===== src/hdl/skit_pkg.sv =====
// skit_pkg: shared types and helpers for the sorted key insert table
// no dependencies
`default_nettype none
package skit_pkg;
    localparam int KEY_W = 32;
    localparam int OUT_ID_W = 6;

    // sequencer states, one-hot
    typedef enum logic [4:0] {
        S_IDLE  = 5'b00001,
        S_SRCH  = 5'b00010,
        S_SHIFT = 5'b00100,
        S_WRITE = 5'b01000,
        S_DONE  = 5'b10000
    } t_state;

    // -0 becomes +0
    function automatic logic [KEY_W-1:0] canon_key(input logic [KEY_W-1:0] b);
        return (b == 32'h8000_0000) ? '0 : b;
    endfunction

    // unsigned value whose integer order is the float order
    function automatic logic [KEY_W-1:0] order_key(input logic [KEY_W-1:0] b);
        return b[KEY_W-1] ? ~b : (b | 32'h8000_0000);
    endfunction
endpackage
`default_nettype wire


===== src/hdl/skit_cmp.sv =====
// skit_cmp: shared compare unit, order test and equality of two keys
// depends on skit_pkg
`default_nettype none
module skit_cmp
    import skit_pkg::*;
(
    input  wire logic [KEY_W-1:0] i_new_key,
    input  wire logic [KEY_W-1:0] i_stored_key,
    output logic                  o_le,
    output logic                  o_eq
);
    // new key not above the stored key in float order
    assign o_le = order_key(i_new_key) <= order_key(i_stored_key);
    assign o_eq = i_new_key == i_stored_key;
endmodule
`default_nettype wire


===== src/hdl/sorted_key_insert_table.sv =====
// sorted_key_insert_table: top level, sequencer and entry memory
// depends on skit_pkg, skit_cmp
//
// usage: pulse i_start with i_key_bits and i_start_new while o_busy is low;
// the beat is taken on that edge and o_busy rises. the block scans the sorted
// table one entry a cycle through a single compare unit, then, for a new key,
// moves the later entries up one slot a cycle through the memory port and
// writes the key. the result shows on o_entry_id, o_was_present and
// o_table_full for one cycle with o_valid high, and o_busy falls with it.
// a match ends the scan at its slot; an insert scans to its slot, moves each
// later entry up one slot and then writes the key; a dropped key scans to the
// slot it would have taken (the end if none).
// the receiver cannot stall; each result is valid for exactly one cycle.
// reset empties the table (entry count to zero) and idles the sequencer;
// the memory itself is not cleared, entries at or above the count are never
// used. i_start_new empties the table before its own key is handled.
`default_nettype none
module sorted_key_insert_table
    import skit_pkg::*;
#(
    parameter int CAPACITY = 64
) (
    input  wire logic                i_clk,
    input  wire logic                i_rst_n,
    input  wire logic                i_start,
    input  wire logic [KEY_W-1:0]    i_key_bits,
    input  wire logic                i_start_new,
    output logic                     o_busy,
    output logic                     o_valid,
    output logic [OUT_ID_W-1:0]      o_entry_id,
    output logic                     o_was_present,
    output logic                     o_table_full
);
    localparam int AW = $clog2(CAPACITY);
    localparam int CW = $clog2(CAPACITY + 1);

    logic [KEY_W-1:0] r_keys [CAPACITY];
    logic [AW-1:0]    r_ids  [CAPACITY];

    t_state           r_state, n_state;
    logic [CW-1:0]    r_count, n_count;
    logic [CW-1:0]    r_idx, n_idx;
    logic [CW-1:0]    r_pos, n_pos;
    logic [KEY_W-1:0] r_key, n_key;
    logic [KEY_W-1:0] r_rd_key;
    logic [AW-1:0]    r_rd_id;
    logic             r_valid, n_valid;
    logic [OUT_ID_W-1:0] r_id, n_id;
    logic             r_pres, n_pres, r_full, n_full;

    logic             c_le, c_eq;
    logic             mem_we;
    logic [AW-1:0]    mem_wa, mem_ra;
    logic [KEY_W-1:0] mem_wk;
    logic [AW-1:0]    mem_wid;
    logic [CW-1:0]    id_wide;

    skit_cmp u_cmp (
        .i_new_key   (r_key),
        .i_stored_key(r_rd_key),
        .o_le        (c_le),
        .o_eq        (c_eq)
    );

    // memory, one write and one registered read per cycle
    always_ff @(posedge i_clk) begin
        if (mem_we) begin
            r_keys[mem_wa] <= mem_wk;
            r_ids[mem_wa]  <= mem_wid;
        end
        r_rd_key <= r_keys[mem_ra];
        r_rd_id  <= r_ids[mem_ra];
    end

    assign id_wide = CW'(r_rd_id);

    // sequencer
    always_comb begin
        n_state = r_state;
        n_count = r_count;
        n_idx   = r_idx;
        n_pos   = r_pos;
        n_key   = r_key;
        n_valid = 1'b0;
        n_id    = r_id;
        n_pres  = r_pres;
        n_full  = r_full;
        mem_we  = 1'b0;
        mem_wa  = r_idx[AW-1:0];
        mem_ra  = r_idx[AW-1:0];
        mem_wk  = r_rd_key;
        mem_wid = r_rd_id;
        case (r_state)
            S_IDLE: begin
                if (i_start) begin
                    n_key = canon_key(i_key_bits);
                    if (i_start_new) n_count = '0;
                    n_idx   = '0;
                    mem_ra  = '0;
                    n_state = S_SRCH;
                end
            end
            S_SRCH: begin
                // r_rd_key holds entry r_idx when r_idx < count
                if (r_idx < r_count && c_le) begin
                    if (c_eq) begin
                        n_id    = OUT_ID_W'(id_wide);
                        n_pres  = 1'b1;
                        n_full  = 1'b0;
                        n_state = S_DONE;
                    end else begin
                        n_pos = r_idx;
                    end
                end else if (r_idx < r_count) begin
                    n_idx  = r_idx + 1'b1;
                    mem_ra = n_idx[AW-1:0];
                end else begin
                    n_pos = r_count;
                end
                if (r_idx >= r_count || (c_le && !c_eq)) begin
                    if (r_count == CW'(CAPACITY)) begin
                        n_id    = '0;
                        n_pres  = 1'b0;
                        n_full  = 1'b1;
                        n_state = S_DONE;
                    end else begin
                        // start move from the top entry
                        n_idx   = r_count;
                        mem_ra  = AW'(r_count - 1'b1);
                        n_state = (r_count > n_pos) ? S_SHIFT : S_WRITE;
                    end
                end
            end
            S_SHIFT: begin
                // entry r_idx-1 is on the read port, copy it up
                mem_we = 1'b1;
                mem_wa = r_idx[AW-1:0];
                n_idx  = r_idx - 1'b1;
                mem_ra = AW'(n_idx - 1'b1);
                if (n_idx == r_pos) n_state = S_WRITE;
            end
            S_WRITE: begin
                mem_we  = 1'b1;
                mem_wa  = r_pos[AW-1:0];
                mem_wk  = r_key;
                mem_wid = r_count[AW-1:0];
                n_id    = OUT_ID_W'(r_count);
                n_pres  = 1'b0;
                n_full  = 1'b0;
                n_count = r_count + 1'b1;
                n_state = S_DONE;
            end
            S_DONE: begin
                n_valid = 1'b1;
                n_state = S_IDLE;
            end
            default: n_state = S_IDLE;
        endcase
    end

    // control registers
    always_ff @(posedge i_clk) begin
        if (!i_rst_n) begin
            r_state <= S_IDLE;
            r_count <= '0;
            r_valid <= 1'b0;
        end else begin
            r_state <= n_state;
            r_count <= n_count;
            r_valid <= n_valid;
        end
    end

    // payload registers
    always_ff @(posedge i_clk) begin
        r_idx  <= n_idx;
        r_pos  <= n_pos;
        r_key  <= n_key;
        r_id   <= n_id;
        r_pres <= n_pres;
        r_full <= n_full;
    end

    assign o_busy        = (r_state != S_IDLE);
    assign o_valid       = r_valid;
    assign o_entry_id    = r_id;
    assign o_was_present = r_pres;
    assign o_table_full  = r_full;
endmodule
`default_nettype wire


===== config.mk =====
export PLATFORM = sky130hd
export DESIGN_NAME = sorted_key_insert_table
export DESIGN_NICKNAME = d
export VERILOG_FILES = /design/src/hdl/skit_pkg.sv /design/src/hdl/skit_cmp.sv /design/src/hdl/sorted_key_insert_table.sv
export SDC_FILE = /design/constraint.sdc
export NUM_CORES = 2
export LEC_CHECK = 0
export BUFFER_PORTS_ARGS = -buffer_cell sky130_fd_sc_hd__buf_2
export CAP_MARGIN = 0
export CORE_UTILIZATION = 55
export CTS_BUF_LIST = sky130_fd_sc_hd__clkbuf_8
export CTS_CLUSTER_SIZE = 14
export DETAILED_ROUTE_END_ITERATION = 12
export HOLD_SLACK_MARGIN = 0.15
export PLACE_DENSITY = 0.76
export SYNTH_ARGS = -nofsm -noshare
export SYNTH_HDL_FRONTEND = slang
export SYNTH_SLANG_ARGS = --single-unit

===== constraint.sdc =====
create_clock -name i_clk -period 5.1 [get_ports i_clk]
set_clock_uncertainty 0.15 [all_clocks]
set_input_delay 0.51 -clock i_clk [delete_from_list [all_inputs] [get_ports i_clk]]
set_output_delay 0.51 -clock i_clk [all_outputs]
set_load 0.03 [all_outputs]

# ---- After elaboration in Yosys (flattened, before gate mapping)
# Memory sizes are Yosys's and may differ from the RTL's. A register that Yosys moved wholly into a read port is not among the register bits.
# Cells that the tools add are included.
dict set report totals {
  regBits 67
  mem_bits_rw 2432
  input_bits 36
  output_inout_bits 10
  elab_cells 100
  mem_count 2
}
dict set report op_classes {
  addsub 5
  magnitude_cmp 4
  eq_ne 15
  mux 51
  bitwise 2
  reduce_logical 12
}
# name words word_bits rd rd_clocked_by_memory_dff wr line
set mem_list {}
lappend mem_list {r_keys 64 32 1 1 1 sorted_key_insert_table.sv:37} ;# logic [KEY_W-1:0] r_keys [CAPACITY];
lappend mem_list {r_ids 64 6 1 1 1 sorted_key_insert_table.sv:38} ;# logic [AW-1:0] r_ids [CAPACITY];
# operator count
set op_table {}
lappend op_table {{32-bit 2-to-1 mux} 3}
lappend op_table {{7-bit 2-to-1 mux} 11}
lappend op_table {{6-bit 2-to-1 mux} 11}
lappend op_table {{32-bit NOT} 2}
lappend op_table {{32-bit == test} 1}
lappend op_table {{32-bit == test, second input constant} 1}
lappend op_table {{32-bit <= comparator} 1}
lappend op_table {{5-bit 2-to-1 mux} 6}
lappend op_table {{7-bit case mux with 3 select lines} 1}
lappend op_table {{5-bit case mux with 4 select lines} 1}
lappend op_table {{6-bit case mux with 3 select lines} 1}
lappend op_table {{7-bit by 1-bit adder with 7-bit output, second input constant} 2}
lappend op_table {{7-bit case mux with 2 select lines} 1}
lappend op_table {{1-bit 2-to-1 mux} 12}
lappend op_table {{6-bit case mux with 2 select lines} 1}
lappend op_table {{6-bit by 1-bit subtractor with 6-bit output, second input constant} 2}
lappend op_table {{7-bit == test} 1}
lappend op_table {{7-bit == test, second input constant} 1}
lappend op_table {{7-bit >= comparator} 1}
lappend op_table {{7-bit greater-than comparator} 1}
lappend op_table {{7-bit less-than comparator} 1}
lappend op_table {{7-bit by 1-bit subtractor with 7-bit output, second input constant} 1}
lappend op_table {{2-bit != test, second input constant} 3}
lappend op_table {{3-bit != test, second input constant} 2}
lappend op_table {{17 further kinds} 21}

# ---- Longest topological paths before layout
dict set report depth {
  ltp_word 11
  mapped_depth 21
  depth_no_buf 17
}

# ---- Modules after synthesis
# Synthesis repeated with hierarchy kept, for this count alone.
dict set report hier_totals {
  cells_unflattened 7642
  area_unflattened_um2 101292.1
}
# mod n_inst cells_each area_each_um2 seq_area_each_um2
set by_module_without_submodules {}
lappend by_module_without_submodules {sorted_key_insert_table 1 7446 99665.6 75672.6}
lappend by_module_without_submodules {skit_cmp 1 196 1626.6 0.0}

# ---- Least setup slack after synthesis
# Ideal clock, no wire load.
dict set report synth_path {
  kind {register to register}
  from {register r_rd_key[31], read port of r_keys}
  to {register r_rd_key[20], read port of r_keys}
  setup_ps 120
  arrival_ps 4427
  required_ps 4830
  slack_ps 403
  path_stages_with_launch 18
  n_path_buf 4
  period_less_slack_ps 4697
  cell_sequence {dfxtp_1 -> clkbuf_1 -> buf_1 -> xnor2_1 -> ha_1 -> nand4_1 -> a2111o_1 -> a311oi_1 -> a22o_1 -> mux2i_1 -> o2bb2ai_1 -> nand2_1 -> buf_1 -> clkbuf_1 -> mux4_2 -> a32oi_1 -> nand3_1 -> o2bb2ai_1}
}
dict set report synth_between {
  elab_chain_len 8
  elab_cells_between_ends 12
  classes_between {order compare (1); eq/ne (1); mux (5); bitwise (1); reduce/logical (4)}
}
# element line
set synth_lines {}
lappend synth_lines {{from (decl)} sorted_key_insert_table.sv:45} ;# logic [KEY_W-1:0] r_rd_key;
lappend synth_lines {{32-bit NOT} skit_pkg.sv:24} ;# return b[KEY_W-1] ? ~b : (b | 32'h8000_0000);
lappend synth_lines {{32-bit 2-to-1 mux} skit_pkg.sv:24}
lappend synth_lines {{32-bit <= comparator} skit_cmp.sv:13} ;# assign o_le = order_key(i_new_key) <= order_key(i_stored_key);
lappend synth_lines {{1-bit logical AND} sorted_key_insert_table.sv:105} ;# if (r_idx < r_count && c_le) begin
lappend synth_lines {{6-bit 2-to-1 mux} sorted_key_insert_table.sv:105}
lappend synth_lines {{6-bit 2-to-1 mux} sorted_key_insert_table.sv:121} ;# if (r_count == CW'(CAPACITY)) begin
lappend synth_lines {{6-bit 2-to-1 mux (*)} sorted_key_insert_table.sv:120} ;# if (r_idx >= r_count || (c_le && !c_eq)) begin
lappend synth_lines {{6-bit case mux with 3 select lines (*)} sorted_key_insert_table.sv:93} ;# case (r_state)
# Every way passes the cells marked *; elsewhere a longest branch is shown, timed or not.
# A chain may end at the register's enable or synchronous reset.

# ---- Worst setup path in the final report
dict set report layout_path {
  from {register r_key[31]}
  to {register r_rd_id[2], read port of r_ids}
}
dict set report layout_between {
  elab_chain_len 8
  elab_cells_between_ends 12
  classes_between {order compare (1); eq/ne (1); mux (5); bitwise (1); reduce/logical (4)}
}
# element line
set layout_lines {}
lappend layout_lines {{from (decl)} sorted_key_insert_table.sv:44} ;# logic [KEY_W-1:0] r_key, n_key;
lappend layout_lines {{from (signal assigned)} sorted_key_insert_table.sv:178} ;# r_key <= n_key;
lappend layout_lines {{32-bit NOT} skit_pkg.sv:24}
lappend layout_lines {{32-bit 2-to-1 mux} skit_pkg.sv:24}
lappend layout_lines {{32-bit <= comparator} skit_cmp.sv:13}
lappend layout_lines {{1-bit logical AND} sorted_key_insert_table.sv:105}
lappend layout_lines {{6-bit 2-to-1 mux} sorted_key_insert_table.sv:105}
lappend layout_lines {{6-bit 2-to-1 mux} sorted_key_insert_table.sv:121}
lappend layout_lines {{6-bit 2-to-1 mux (*)} sorted_key_insert_table.sv:120}
lappend layout_lines {{6-bit case mux with 3 select lines (*)} sorted_key_insert_table.sv:93}
lappend layout_lines {{to (decl)} sorted_key_insert_table.sv:46} ;# logic [AW-1:0] r_rd_id;
# Marks and branches as above.

==> results.txt <==
status = finished, violations left
failing checks = negative setup slack
top_reg_cell synth = edfxtp_1
final core utilization = 65.5%
total die area = 187000 sq um
Std-Cell Rows = 157
total gr overflow = 0
vias in the first global route = 60600
nets@finish = 6836
max_cap viols = 0
ANT nets after route = 0
Synth top area share = 73.4%
CP Cell Sequence = buf_12 -> buf_12 -> xor2_1 -> ha_1 -> nor2b_2 -> o211ai_1 -> a2111o_1 -> a311oi_1 -> buf_4 -> a22o_4 -> mux2i_2 -> o2bb2ai_4 -> nand2_4 -> buf_12 -> buf_8 -> buf_4 -> a211oi_1 -> o21ai_1 -> nand4_1 -> o2bb2ai_1
Clk pin slew, worst setup/hold paths = 0.07 ns
pre-CTS WS = -0.664 ns
Boundary Pins = 46
Die Height = 432 um
dpl hpwl = 174000 um
Worst EP required = 5.94 ns
final hold vios = 0
RSZ-0062 raised after global routing = yes
number of synthesis warnings = 0
Tmin final = 5.26 ns
register area share after synthesis = 74.4%
Peak VDD IR = 0.000426 V
initial cell density of the core = 55.5%
Pwr Density = 488 nW/um^2
# setup viols final = 22
WL met1 = 103000 um
Clk Latency, worst-skew pair = 1.12 ns
Routed WL = 294000 um
CTS tree = done
area growth from synthesis to layout = 18.2%
CORE AREA = 183000 sq um
Async SR Flop Fraction = 0%
die width = 432 um
met2 wire length = 134000 um
cell area after synthesis = 102000 sq um
port bufs = 45
most frequent CP cell = buf_12
DR vias = 61800
TritonCTS buffer count = 397
DR WL/cell = 30.9 um
clock sinks = 2537
Worst path slowest cell = nand4_1
root buffer cell = clkbuf_8
DR iter-0 viols = 8819
layout cells sized above 1 = 24.3%
post-DR vias/cell = 6.49
first-pass GRT wire length = 414000 um
area leader, netlist = edfxtp_1
residual DRC count = 0
setup TNS = -1.13 ns
flops & latches, synth = 2537
Startpoint Class = register
final worst-path cycle share = 103%
fin. max-slew vios = 0
drt pass-1 iters = 9
largest net degree at the start of global routing = 85
Mapped Cells = 6002
Worst Hold Class = primary input to register
syn_nets = 6088
Fmax = 0.190 GHz
slowest stage delay, CP = 0.56 ns
Relative slew margins = 14.9%
Clock Path Buffers = 4
Critical Path AT = 6.10 ns
Tot Pwr = 58.7 mW
initial antenna violation count = 26
Pleak = 42.8 nW
Worst-Margin Slew = 1.27 ns
Mean Syn Cell Area = 17.0 sq um
met3 WL = 37600 um
DR top layer = met5
GRT Total Usage = 31.0%
CP endpoint kind = register
H-tree depth = 5
setup ws final = -0.162 ns
Hold Worst Slack = 0.219 ns
number of synthesized flops with an enable pin = 2486
ranking of synthesized cells by area = edfxtp_1 73%, mux2i_1 5.3%, mux4_2 4.9%, nand2_1 2.6%, nand3_1 1.4%
GPL Wtd Cong = 0.967
Netlist cell types = 78
crit path kind = register to register
CP Max Fanout = 27
[final timing paths]
kind	slack (ns)	startpoint	cells past startpoint	end
worst max-delay path	-0.16	r_key[31]	20	r_rd_id[2]
worst min-delay path	0.22	i_key_bits[17]	2	r_key[17]
worst max register to register	-0.16	r_key[31]	20	r_rd_id[2]
worst min register to register	0.33	r_state[4]	2	o_valid
[sequential cells by signal (all words and copies together) (netlist names)]
signal and flops:
o_table_full 1, r_key 32, r_pos 7, o_entry_id 6, r_ids 384, r_count 7
r_rd_key 32, o_was_present 1, r_idx 7, r_state 5, o_valid 1, r_keys 2048
r_rd_id 6
[report_power, final]
group          switching, mW  leakage [nW]  internal [mW]  total (mW)
registers              0.326          22.8           26.2        26.6
clock network           7.81          4.12           8.14        15.9
logic                   10.6          15.9           5.61        16.2
total                   18.7          42.8           40.0        58.7
[worst max-delay path, delay by kind of cell, from the launching register on]
| family | cells | cell delay [ns] |
|---|---|---|
| adder cells (fa/ha/maj) | 1 | 0.31 |
| flip-flops | 1 | 0.46 |
| multiplexers | 1 | 0.32 |
| AO/OA/AOI/OAI | 8 | 1.75 |
| XOR/XNOR | 1 | 0.15 |
| buffers and inverters | 6 | 1.13 |
| AND/OR/NAND/NOR | 3 | 0.86 |
[per-stage QoR]
step	cell area, sq um	instances
6_report	120000	9522
5_1_grt	120000	9510
4_1_cts	119000	9471
3_5_place_dp	110000	8660
3_3_place_gp	110000	8660
2_1_floorplan	102000	6002
[routing by layer]
metal / up-vias / GRT usage, %
li1: 25300 / -
met1: 31000 / 39.9
met2: 4558 / 47.1
met3: 906 / 8.68
met4: 12 / 19.0
met5: - / 0
[cell type report]
| cell class | instances | area [sq um] |
|---|---|---|
| Timing Repair Buffer | 748 | 8320 |
| Antenna cell | 16 | 40.0 |
| Clock inverter | 274 | 1450 |
| Multi-Input combinational cell | 3044 | 25900 |
| Tap cell | 2464 | 3080 |
| Sequential cell | 2537 | 75700 |
| Clock buffer | 417 | 5740 |
| Inverter | 22 | 82.6 |
| Fill cell | 11700 | 63200 |
[what timing repair did]
item	CTS	global route
hold buffers	61	0
pin swaps	40	37
buffers inserted	41	27
gates cloned	18	9
resized for setup	160	109
setup endpoints to repair	38	38
hold endpoints to repair	84	0
[synthesized netlist by cell type, types with 37 or more instances]
cell type,instances
mux4_2,223
xnor2_1,81
mux2i_1,534
dfxtp_1,51
xor2_1,40
nand2_1,698
o21ai_0,90
nand4_1,64
nand3_1,278
ha_1,50
a211oi_1,156
a21oi_1,64
a22o_1,80
and3_1,157
buf_2,83
o2bb2ai_1,38
nor2_1,104
clkbuf_1,226
a2111oi_0,41
a32oi_1,38
o22a_1,37
o22ai_1,43
edfxtp_1,2486
[placed cells by master, fill, tap and decap left out, drive strengths merged, types with 51 or more instances in the layout]
master and n:
edfxtp 2486, nand2 698, buf 669, mux2i 534, clkbuf 425, nand3 283
mux4 233, and3 158, a211oi 156, clkinv 140, inv 138, o21ai 109
nor2 105, xnor2 81, a22o 80, nand4 65, a21oi 65, dlygate4sd3 61
dfxtp 51
[kinds of logic (layout without fill, tap and decap cells)]
logic type	after synthesis	in the layout	synth area share (%)
adder cells (fa/ha/maj)	51	51	0.625
other	0	16	0
XOR/XNOR	121	121	1.04
flip-flops	2537	2537	74.4
AND/OR/NAND/NOR	1404	1404	6.42
multiplexers	768	768	10.5
buffers and inverters	421	1461	1.94
AO/OA/AOI/OAI	700	700	5.16
(Power assumes the default switching activity.)
